==> src/hdl/bfa_ram.sv <==
`timescale 1ns / 1ps
module bfa_ram #(
   parameter int WIDTH = 8,
   parameter int DEPTH = 16
) (
   input  logic                     clock,
   input  logic                     wr_en,
   input  logic [$clog2(DEPTH)-1:0] wr_addr,
   input  logic [WIDTH-1:0]         wr_data,
   input  logic [$clog2(DEPTH)-1:0] rd_addr,
   output logic [WIDTH-1:0]         rd_data
);
   logic [WIDTH-1:0] mem [DEPTH];
   logic [WIDTH-1:0] rd_data_ff;

   always_ff @(posedge clock) begin
      if (wr_en) begin
         mem[wr_addr] <= wr_data;
      end
      rd_data_ff <= mem[rd_addr];
   end

   assign rd_data = rd_data_ff;
endmodule

==> config.mk <==
export PLATFORM = sky130hd
export DESIGN_NAME = bfa_ram
export DESIGN_NICKNAME = d
export VERILOG_FILES = /design/src/hdl/bfa_ram.sv
export SDC_FILE = /design/constraint.sdc
export NUM_CORES = 1
export LEC_CHECK = 0
export ABC_CLOCK_PERIOD_IN_PS = 2200
export BUFFER_PORTS_ARGS = -buffer_cell sky130_fd_sc_hd__clkbuf_2
export CAP_MARGIN = 20
export CORE_MARGIN = 8
export CORE_UTILIZATION = 55
export CTS_BUF_LIST = sky130_fd_sc_hd__clkbuf_16
export DETAILED_ROUTE_END_ITERATION = 10
export GPL_ROUTABILITY_DRIVEN = 0
export PLACE_DENSITY = 0.73
export SETUP_SLACK_MARGIN = 0.4
export SYNTH_ARGS = -nofsm -noshare
export SYNTH_HDL_FRONTEND = slang
export SYNTH_SLANG_ARGS = --single-unit
==> constraint.sdc <==
create_clock -name clock -period 2.2 [get_ports clock]
set_input_delay 0.22 -clock clock [delete_from_list [all_inputs] [get_ports clock]]
set_output_delay 0.22 -clock clock [all_outputs]
set_load 0.02 [all_outputs]
==> Flow_metrics.wiki, run 1 <==
{| class="wikitable"
! Metric !! Value
|-
| Result of the run || complete, no violations
|-
| Kind of end point of the critical path || register
|-
| Area of the placeable core || 9150 µm²
|-
| Met2 wire len || slightly above 5000 µm
|-
| Pre-antenna DRT Iters || 4
|-
| Clock Sink Count || about 140
|-
| Height of the chip || approximately 110 µm
|-
| Total setup buffers inserted after CTS || 0
|-
| Unique masters post-synth || 19
|-
| Slew HR || 0.499
|-
| Final max-slew violation count || 0
|-
| Number of H-tree levels || 4
|-
| Portion of the post-synthesis area used by sequential elements || 0.778
|-
| Worst setup timing slack at the placement stage || roughly 0.48 ns
|-
| Number of rows created at floorplan || 35
|-
| Post-route ant nets || 0
|-
| # Max-Cap Violations || 0
|-
| Cell count after synthesis || 229
|-
| Worst setup margin || around 0.77 ns
|-
| Diodes inserted || 0
|-
| Via density per instance || 6.17
|-
| Number of storage elements in the synthesis netlist || between 100 and 150
|-
| Setup slack of the most critical reg-to-reg path || a little under 0.8 ns
|-
| Leakage || between 2 and 2.5 nW
|-
| Number of nets in the layout || 300
|-
| Fraction of layout instances using a drive strength above 1 || 0.303
|-
| Final Cycle Share || 0.648
|-
| Maximum fanout along the worst path || 1
|-
| Post-route clock skew || 0.0104 ns
|-
| Global-route wire length before repair || about 16,000 µm
|-
| DR vias || 2,498
|-
| Worst-case vdd ir drop || ~0.43 mV
|-
| Number of global-route vias before repair || 2,602
|-
| Actual slew at the worst max-slew pin || between 0.7 and 0.8 ns
|-
| Data required, critical path || approximately 2.5 ns
|-
| Die width || roughly 110 µm
|-
| End-of-flow core utilization || 0.662
|-
| Setup TNS || 0 ns
|-
| Count of buffers inserted at the top-level ports || 25
|-
| Clock slew seen by the registers of the worst setup and hold paths || 0.06 ns
|-
| Power per cell area || 977 nW/µm²
|-
| CTS Root Buffer Type || sky130_fd_sc_hd__clkbuf_16
|-
| Minimum clock period || between 1 and 1.5 ns
|-
| Post-Synthesis Cell Area || roughly 5100 µm²
|-
| Setup-violating endpoint count in the final report || 0
|-
| Reg-to-reg startpoint || mem[6][6]$_DFFE_PP_
|-
| Number of buffers on the longest clock path || 2
|-
| Setup repair after global routing missed its margin || false
|-
| CP startpoint || mem[6][6]$_DFFE_PP_
|-
| Detailed Route Iter0 Violations || 260
|-
| Hold buffer count at cts || 0
|-
| R2r worst-path depth || 3
|-
| DIE AREA || about 13,000 µm²
|-
| Maximum number of pins on one net before global-route repair || 33
|-
| Starting density of the core || 0.562
|-
| End of the worst register-to-register path || rd_data[6]$_DFF_P_
|-
| Top-Level Pins || 26
|-
| Leftover overflow at the end of global routing || 0
|-
| Tightest Hold Check Type || in -> reg
|-
| Post-cts gate resize count || 0
|-
| Number of buffers added by the clock tree synthesis step || 17
|-
| Critical path endpoint || rd_data[6]$_DFF_P_
|-
| Met3 WL post-DR || ~570 µm
|-
| Start-to-end type of the worst setup path || reg -> reg
|-
| Post-synthesis average cell area || about 22 µm²
|-
| Arrival @ worst endpoint || approximately 1.7 ns
|-
| Highest clock frequency the design can meet || between 0.7 and 0.8 GHz
|-
| Antenna violations before repair || 0
|-
| Number of warnings issued by yosys || 0
|-
| Post-DP HPWL || 6160 µm
|-
| Leading cell types in the layout, fill and taps excluded || sky130_fd_sc_hd__edfxtp_1 (128), sky130_fd_sc_hd__clkbuf_2 (25), sky130_fd_sc_hd__mux4_2 (18)
|-
| Post-detailed-route wirelength per cell || around 25 µm
|-
| Most common cell after layout, fill and taps aside || sky130_fd_sc_hd__edfxtp_1
|-
| TritonCTS clock tree || built
|-
| DRC violations left || 0
|-
| Critical path launch point type || register
|-
| Post-route met1 wirelength || around 4200 µm
|-
| Synthesis-to-finish area growth || 17.8%
|-
| Top Layer Used || met4
|-
| Total nets after synthesis || between 200 and 250
|-
| Final hold violation count || 0
|-
| Clock latency at the later pin of the worst-skew pair || about 0.40 ns
|-
| Final routed wirelength across all metal layers || 10,200 µm
|-
| All-Layer GR Usage || 0.172
|}
[area by class of cell]
cell class | instances | area [µm²]
clock buffer | 17 | 425
clock inverter | 14 | 144
fill | 568 | 3090
multi-input combinational | 83 | 1060
sequential | 136 | 4000
tap | 111 | 139
timing repair buffer | 44 | 293
[Yosys cell counts, drive strengths merged]
cell,number,share of area
a22oi,16,0.023
and2,1,0.0012
and2b,1,0.0015
buf,7,0.011
clkdlybuf4s25,3,0.0058
dfxtp,8,0.031
edfxtp,128,0.75
mux4,32,0.15
nand2,9,0.0066
nand2b,2,0.0024
nand3,1,0.00097
nand3b,2,0.0029
nor2,13,0.0095
nor2b,1,0.0012
nor3,4,0.0039
or3b,1,0.0017
[worst min-delay path by stage]
stage                             startpoint                   end  cells after the start
after floorplan                   wr_data[0]   mem[0][0]$_DFFE_PP_                      0
after global placement            wr_data[1]  mem[14][1]$_DFFE_PP_                      1
after detailed placement  rd_data[1]$_DFF_P_            rd_data[1]                      1
after CTS                         wr_data[3]  mem[15][3]$_DFFE_PP_                      1
after global routing              wr_data[3]   mem[9][3]$_DFFE_PP_                      1
final                             wr_data[3]  mem[15][3]$_DFFE_PP_                      1
[critical path, stage by stage, from the launching register on]
cell,delay [ns]
sky130_fd_sc_hd__edfxtp_1,0.36
sky130_fd_sc_hd__mux4_2,0.52
sky130_fd_sc_hd__a22oi_1,0.32
sky130_fd_sc_hd__nand2_1,0.09
[stage by stage]
step	total power, mW	cell area (µm²)	hold WS, ns	instances
3_5_place_dp	3.26	5490	0.641	374
3_3_place_gp	3.25	5490	0.632	374
2_1_floorplan	3.13	5150	0.319	229
6_report	5.92	6060	0.254	405
4_1_cts	5.96	6060	0.235	405
5_1_grt	6.08	6060	0.258	405
[sequential cells by signal (all words and copies together) (netlist names)]
register,cells
mem,128
rd_data,8
[metal layers]
metal  GRT usage  vias up
met5           0        -
met3      0.0426       16
li1            -     1079
met1       0.215     1292
met2       0.274      111
met4      0.0854        0
[logic make-up after synthesis]
| kind of cell | share of synthesized area |
|---|---|
| flip-flops | 0.778 |
| AND/OR/NAND/NOR | 0.0318 |
| buffers and inverters | 0.0168 |
| multiplexers | 0.150 |
| AO/OA/AOI/OAI | 0.0233 |
[report_power, final]
part           total (mW)  switching [mW]  leakage (nW)  internal [mW]
combinational       0.288           0.172         0.584          0.116
sequential           2.92          0.0217          1.22           2.90
clock                2.71           0.970         0.291           1.74
Power figures use the tool's default switching activity.
==> inputs of run 2 (changes only) <==
Settings changed: ABC_CLOCK_PERIOD_IN_PS 2200 to 1500.
Clock period 2.2 ns to 1.5 ns, I/O delays scaled along.
==> Flow_metrics.wiki, run 2 (synthesized netlist as in run 1, its figures left out) <==
{| class="wikitable"
! Metric !! Value
|-
| Area of the placeable core || 9150 µm² (unchanged)
|-
| Clock slew seen by the registers of the worst setup and hold paths || 0.06 ns (about the same)
|-
| Maximum fanout along the worst path || 1 (unchanged)
|-
| All-Layer GR Usage || 0.170 (-0.00189)
|-
| Detailed Route Iter0 Violations || 240 (-7.7%)
|-
| Tightest Hold Check Type || in -> reg
|-
| Most utilized layer in the global route result || met2
|-
| Post-DP HPWL || 6260 µm (+1.6%)
|-
| Die width || 113 µm (unchanged)
|-
| Met2 demand-to-capacity share in global routing || 0.262 (-0.0124)
|-
| Global-route track usage on met3 || 0.0517 (+0.00905)
|-
| Starting density of the core || 0.562 (unchanged)
|-
| Kind of end point of the critical path || register
|-
| Flip-flop count of the largest register after layout || 128 (unchanged)
|-
| Arrival @ worst endpoint || 1.59 ns (-0.11 ns)
|-
| End-of-flow core utilization || 0.683 (+0.0204)
|-
| Maximum number of pins on one net before global-route repair || 33 (unchanged)
|-
| Post-route clock skew || 0.00584 ns (-0.00455 ns)
|-
| Data required, critical path || 1.79 ns (-0.68 ns)
|-
| Area taken by multi-input logic gates || 1100 µm² (+4.4%)
|-
| Worst Path Buf+Inv || 0 (unchanged)
|-
| Diodes inserted || 0 (unchanged)
|-
| Critical Path Max Stage Delay || 0.51 ns (about the same)
|-
| Worst setup timing slack at the placement stage || -0.0263 ns (-0.507 ns)
|-
| Final max-slew violation count || 0 (unchanged)
|-
| Actual slew at the worst max-slew pin || 0.797 ns (+0.0465 ns)
|-
| Hold buffer count at cts || 0 (unchanged)
|-
| Leftover overflow at the end of global routing || 0 (unchanged)
|-
| Pre-antenna DRT Iters || 4 (unchanged)
|-
| Post-detailed-route wirelength per cell || 24.2 µm (-3.9%)
|-
| Result of the run || complete, no violations
|-
| Number of nets in the layout || 305 (+1.7%)
|-
| Flip-flop and latch area || 4010 µm² (about the same)
|-
| Total setup buffers inserted after CTS || 0 (unchanged)
|-
| Number of H-tree levels || 4 (unchanged)
|-
| Highest clock frequency the design can meet || 0.775 GHz (+10%)
|-
| Number of buffers on the longest clock path || 2 (unchanged)
|-
| Fraction of layout instances using a drive strength above 1 || 0.453 (+0.151)
|-
| Final hold violation count || 0 (unchanged)
|-
| Post-route ant nets || 0 (unchanged)
|-
| DIE AREA || 12,700 µm² (unchanged)
|-
| Minimum clock period || 1.29 ns (-0.135 ns)
|-
| Global-route wire length before repair || 15,100 µm (-2.5%)
|-
| Cell Count, Final, Fillers Out || 411 (+1.5%)
|-
| Clock latency at the later pin of the worst-skew pair || 0.41 ns (about the same)
|-
| CTS Root Buffer Type || sky130_fd_sc_hd__clkbuf_16
|-
| Number of inserted filler cells in the final layout || 562 (-1.1%)
|-
| Power, Total || 8.92 mW (+51%)
|-
| Synthesis-to-finish area growth || 21.4%
|-
| # Max-Cap Violations || 0 (unchanged)
|-
| Critical path launch point type || register
|-
| Crit-path cells || mux4_2 -> a22oi_2 -> nand2_1
|-
| Final Cycle Share || 0.861 (+0.213)
|-
| Number of rows created at floorplan || 35 (unchanged)
|-
| Leakage || 2.10 nW (about the same)
|-
| Final routed wirelength across all metal layers || 9930 µm (-2.4%)
|-
| Top-Level Pins || 26 (unchanged)
|-
| Met1 Resource Use GR || 0.221 (+0.00611)
|-
| Count of buffers inserted at the top-level ports || 25 (unchanged)
|-
| DR vias || 2,443 (-2.2%)
|-
| Total instance count after detailed placement || 379 (+1.3%)
|-
| Post-route design area || 6250 µm² (+3.1%)
|-
| Leading cell types in the layout, fill and taps excluded || sky130_fd_sc_hd__edfxtp_1 (128), sky130_fd_sc_hd__mux4_2 (32), sky130_fd_sc_hd__clkbuf_2 (21)
|-
| CP top delay family || multiplexers
|-
| Via density per instance || 5.94 (-3.6%)
|-
| Slew HR || 0.467 (-0.0319)
|-
| Critical-path cell with the highest stage delay || sky130_fd_sc_hd__mux4_2
|-
| Power per cell area || 1430 nW/µm² (+46%)
|-
| Worst setup margin || 0.209 ns (-0.565 ns)
|-
| Antenna violations before repair || 0 (unchanged)
|-
| Instance area after placement || 5600 µm² (+1.9%)
|-
| Setup-violating endpoint count in the final report || 0 (unchanged)
|-
| Number of buffers added by the clock tree synthesis step || 17 (unchanged)
|-
| Start-to-end type of the worst setup path || reg -> reg
|-
| Most common cell after layout, fill and taps aside || sky130_fd_sc_hd__edfxtp_1
|-
| Most flops, register || mem
|-
| Setup repair after global routing missed its margin || true
|-
| Worst-case vdd ir drop || 0.867 mV (+100%)
|-
| TritonCTS clock tree || built
|-
| Clock Sink Count || 136 (unchanged)
|-
| Height of the chip || 113 µm (unchanged)
|-
| DRC violations left || 0 (unchanged)
|-
| Number of global-route vias before repair || 2,553 (-1.9%)
|}
[run 2: changes by cell type in the layout (fill, tap and decap cells not counted), moves of 7 or more]
cell,delta
sky130_fd_sc_hd__nor2_1,-9
sky130_fd_sc_hd__a22oi_2,+7
sky130_fd_sc_hd__nor2_2,+9
sky130_fd_sc_hd__a22oi_1,-7
sky130_fd_sc_hd__mux4_1,-14
sky130_fd_sc_hd__mux4_2,+14
[run 2: final cells by class]
| cell class | instances | area share |
|---|---|---|
| Clock inverter | 15 | 0.0286 |
| Tap cell | 111 | 0.0222 |
| Clock buffer | 17 | 0.0681 |
| Multi-Input combinational cell | 83 | 0.177 |
| Sequential cell | 136 | 0.641 |
| Timing Repair Buffer | 49 | 0.0631 |
[run 2: layer usage]
| layer | share of wire | routed length (µm) |
|---|---|---|
| met2 | 0.50 | 4980 |
| met4 | 0.014 | 144 |
| met3 | 0.052 | 518 |
| met1 | 0.43 | 4290 |
| met5 | 0 | 0 |
[run 2: path summary, 6_finish.rpt]
check | cells past startpoint | startpoint | endpoint | slack [ns]
max reg2reg | 3 | mem[2][0]$_DFFE_PP_ | rd_data[0]$_DFF_P_ | 0.21
max | 3 | mem[2][0]$_DFFE_PP_ | rd_data[0]$_DFF_P_ | 0.21
min reg2reg | 3 | mem[12][7]$_DFFE_PP_ | rd_data[7]$_DFF_P_ | 0.67
min | 1 | wr_data[7] | mem[9][7]$_DFFE_PP_ | 0.16
[run 2: what timing repair did]
action | in CTS | in global routing
pin swaps | 4 | 1
cloned | 0 | 0
resized for setup | 12 | 5
setup endpoints to repair | 11 | 11
[run 2: report_power, final]
group | switching, mW | internal, mW
Clock | 1.55 | 2.62
Combinational | 0.270 | 0.203
Sequential | 0.0317 | 4.25
Total | 1.85 | 7.07
[run 2: metrics by stage]
stage | setup TNS (ns) | hold WS (ns)
3_3_place_gp | -0.0170 | 0.562
2_1_floorplan | 0 | 0.249
5_1_grt | 0 | 0.184
3_5_place_dp | -0.0446 | 0.572
6_report | 0 | 0.157
4_1_cts | 0 | 0.153
==> inputs of run 3 (changes only) <==
Settings changed: ABC_AREA set to 1, PLACE_DENSITY 0.73 to 0.72.
==> Flow_metrics.wiki, run 3 <==
{| class="wikitable"
! Metric !! Value
|-
| Portion of the post-synthesis area used by sequential elements || 0.694 (-0.0835)
|-
| Critical path launch point type || register
|-
| Diodes inserted || 0 (unchanged)
|-
| Count of buffers inserted at the top-level ports || 25 (unchanged)
|-
| Fraction of synthesized cell area taken by the top area cell type || 0.667 (-0.0802)
|-
| Flip-flop count of the largest register after layout || 128 (unchanged)
|-
| Post-synth EDFFs || 128 (unchanged)
|-
| Die width || 118 µm (+5.0%)
|-
| DRC violations left || 0 (unchanged)
|-
| Reg-to-reg startpoint || mem[1][1]$_DFFE_PP_
|-
| Result of the run || complete, no violations
|-
| Arrival @ worst endpoint || 0.92 ns (-0.67 ns)
|-
| Post-DP HPWL || 7830 µm (+25%)
|-
| R2r worst-path depth || 6 (+3)
|-
| Highest clock frequency the design can meet || 0.936 GHz (+21%)
|-
| Setup TNS || 0 ns (unchanged)
|-
| Critical-path cell with the highest stage delay || sky130_fd_sc_hd__dfxtp_2
|-
| Synthesis-to-finish area growth || 16.8%
|-
| Hold buffer count at cts || 0 (unchanged)
|-
| Leading cell types in the layout, fill and taps excluded || sky130_fd_sc_hd__nand2_1 (173), sky130_fd_sc_hd__edfxtp_1 (128), sky130_fd_sc_hd__inv_1 (102)
|-
| Power, Total || 8.93 mW (about the same)
|-
| CP startpoint || rd_data[7]$_DFF_P_
|-
| Top_reg_cell synth || sky130_fd_sc_hd__edfxtp_1
|-
| Number of buffers on the longest clock path || 2 (unchanged)
|-
| Leakage || 2.95 nW (+40%)
|-
| Number of H-tree levels || 4 (unchanged)
|-
| Detailed Route Iter0 Violations || 406 (+69%)
|-
| Post-route design area || 6740 µm² (+7.8%)
|-
| Number of warnings issued by yosys || 0 (unchanged)
|-
| Setup slack of the most critical reg-to-reg path || 0.47 ns (+0.26 ns)
|-
| Final max-slew violation count || 0 (unchanged)
|-
| Actual slew at the worst max-slew pin || 0.412 ns (-0.385 ns)
|-
| Synth top area cells || sky130_fd_sc_hd__edfxtp_1 (67%), sky130_fd_sc_hd__nand2_1 (11%), sky130_fd_sc_hd__nand3_1 (8.4%), sky130_fd_sc_hd__inv_1 (6.5%), sky130_fd_sc_hd__dfxtp_1 (2.8%)
|-
| Fraction of registers with async set or reset after synthesis || 0 (unchanged)
|-
| Number of buffers added by the clock tree synthesis step || 17 (unchanged)
|-
| Total nets after synthesis || 569 (+130%)
|-
| Post-detailed-route wirelength per cell || 17.1 µm (-29%)
|-
| Critical Path Max Stage Delay || 0.34 ns (-0.17 ns)
|-
| Crit-path cells || clkbuf_4
|-
| Worst Path Buf+Inv || 1 (+1)
|-
| Pre-antenna DRT Iters || 5 (+1)
|-
| Minimum clock period || 1.07 ns (-0.223 ns)
|-
| Maximum number of pins on one net before global-route repair || 65 (+97%)
|-
| Setup repair after global routing missed its margin || false
|-
| Start-to-end type of the worst setup path || reg -> out
|-
| Antenna violations before repair || 0 (unchanged)
|-
| End of the worst register-to-register path || rd_data[1]$_DFF_P_
|-
| Most flops, register || mem
|-
| Clock slew seen by the registers of the worst setup and hold paths || 0.06 ns (about the same)
|-
| TritonCTS clock tree || built
|-
| Number of nets in the layout || 613 (+100%)
|-
| Slew HR || 0.725 (+0.258)
|-
| Area taken by multi-input logic gates || 1220 µm² (+10%)
|-
| Flip-flop and latch area || 4010 µm² (about the same)
|-
| Library cell with the highest instance count after synthesis || sky130_fd_sc_hd__nand2_1
|-
| # Max-Cap Violations || 0 (unchanged)
|-
| CP top delay family || flip-flops
|-
| Area of the placeable core || 10,200 µm² (+12%)
|-
| Final routed wirelength across all metal layers || 12,700 µm (+28%)
|-
| Maximum fanout along the worst path || 1 (unchanged)
|-
| Via density per instance || 5.20 (-13%)
|-
| DR vias || 3,860 (+58%)
|-
| Instance area after placement || 6140 µm² (+9.7%)
|-
| Most common cell after layout, fill and taps aside || sky130_fd_sc_hd__nand2_1
|-
| Cell taking the most area after synthesis || sky130_fd_sc_hd__edfxtp_1
|-
| Fraction of layout instances using a drive strength above 1 || 0.133 (-0.320)
|-
| Unique masters post-synth || 12 (-7)
|-
| Critical path endpoint || rd_data[7]
|-
| Final Cycle Share || 0.712 (-0.148)
|-
| Post-synthesis average cell area || 10.5 µm² (-53%)
|-
| Post-route ant nets || 0 (unchanged)
|-
| Commonest cells in the netlist || sky130_fd_sc_hd__nand2_1 (173), sky130_fd_sc_hd__edfxtp_1 (128), sky130_fd_sc_hd__inv_1 (100), sky130_fd_sc_hd__nand3_1 (97), sky130_fd_sc_hd__nor2_1 (17)
|-
| Number of rows created at floorplan || 37 (+5.7%)
|-
| Cell count after synthesis || 551 (+140%)
|-
| Kind of end point of the critical path || output pin
|-
| Worst-case vdd ir drop || 0.772 mV (-11%)
|-
| DIE AREA || 14,000 µm² (+10%)
|-
| Final hold violation count || 0 (unchanged)
|-
| Top-Level Pins || 26 (unchanged)
|-
| Number of global-route vias before repair || 3,768 (+48%)
|-
| Number of inserted filler cells in the final layout || 777 (+38%)
|-
| Data required, critical path || 1.35 ns (-0.44 ns)
|-
| Tightest Hold Check Type || in -> reg
|-
| Starting density of the core || 0.564 (+0.00125)
|-
| Critical path depth in cells || 1 (-2)
|-
| Total setup buffers inserted after CTS || 0 (unchanged)
|-
| Clock Sink Count || 136 (unchanged)
|-
| Worst hold path depth || 3 (+2)
|-
| Post-route clock skew || 0.00673 ns (+0.000885 ns)
|-
| Power per cell area || 1330 nW/µm² (-7.2%)
|-
| Post-Synthesis Cell Area || 5770 µm² (+12%)
|-
| All-Layer GR Usage || 0.187 (+0.0174)
|-
| Global-route wire length before repair || 20,100 µm (+33%)
|-
| Clock latency at the later pin of the worst-skew pair || 0.41 ns (about the same)
|-
| Leftover overflow at the end of global routing || 0 (unchanged)
|-
| Post-cts gate resize count || 4 (-8)
|-
| Setup-violating endpoint count in the final report || 0 (unchanged)
|-
| CTS Root Buffer Type || sky130_fd_sc_hd__clkbuf_16
|-
| Height of the chip || 118 µm (+5.0%)
|-
| Number of storage elements in the synthesis netlist || 136 (unchanged)
|}
[run 3: power breakdown]
group          internal (mW)  switching (mW)  total, mW
logic                  0.174           0.392      0.566
registers               4.25          0.0285       4.28
clock network           2.58            1.51       4.09
total                   7.01            1.93       8.93
[run 3: cell type report]
cell class | instances | share of cell area
multi-input combinational | 289 | 0.181
clock inverter | 14 | 0.0238
clock buffer | 17 | 0.0631
inverter | 102 | 0.0568
timing repair buffer | 49 | 0.0557
tap | 136 | 0.0253
sequential | 136 | 0.594
[run 3: per-stage QoR]
stage / cells / hold slack (ns) / util / worst slack, ns
after CTS: 743 / 0.136 / 0.658 / 0.401
after global placement: 712 / 0.550 / 0.600 / 0.203
after floorplan: 551 / 0.249 / - / 0.399
after detailed placement: 712 / 0.552 / 0.600 / 0.169
after global routing: 743 / 0.175 / 0.659 / 0.403
final: 743 / 0.156 / 0.659 / 0.431
[run 3: kinds of logic (layout without fill, tap and decap cells)]
family	Yosys count	in the layout	synth area share
buffers and inverters	126	182	0.0952
DFF	136	136	0.694
and+or+nand+nor	289	289	0.210
[run 3: worst min-delay path by stage]
| stage | start | end | slack [ns] |
|---|---|---|---|
| floorplan | wr_data[0] | mem[0][0]$_DFFE_PP_ | 0.25 |
| global placement | rd_addr[3] | rd_data[6]$_DFF_P_ | 0.55 |
| detailed placement | rd_addr[3] | rd_data[1]$_DFF_P_ | 0.55 |
| CTS | rd_addr[3] | rd_data[5]$_DFF_P_ | 0.14 |
| global route | rd_addr[3] | rd_data[5]$_DFF_P_ | 0.18 |
| finish | rd_addr[3] | rd_data[1]$_DFF_P_ | 0.16 |
[run 3: routing by layer]
metal  track usage  vias up  wire length, µm  part of all wire
met4        0.0593        0              170             0.013
met5             0        -                0                 0
met3        0.0443       16              939             0.074
met2         0.296      180             6110              0.48
met1         0.251     1807             5490              0.43
li1              -     1857                -                 -
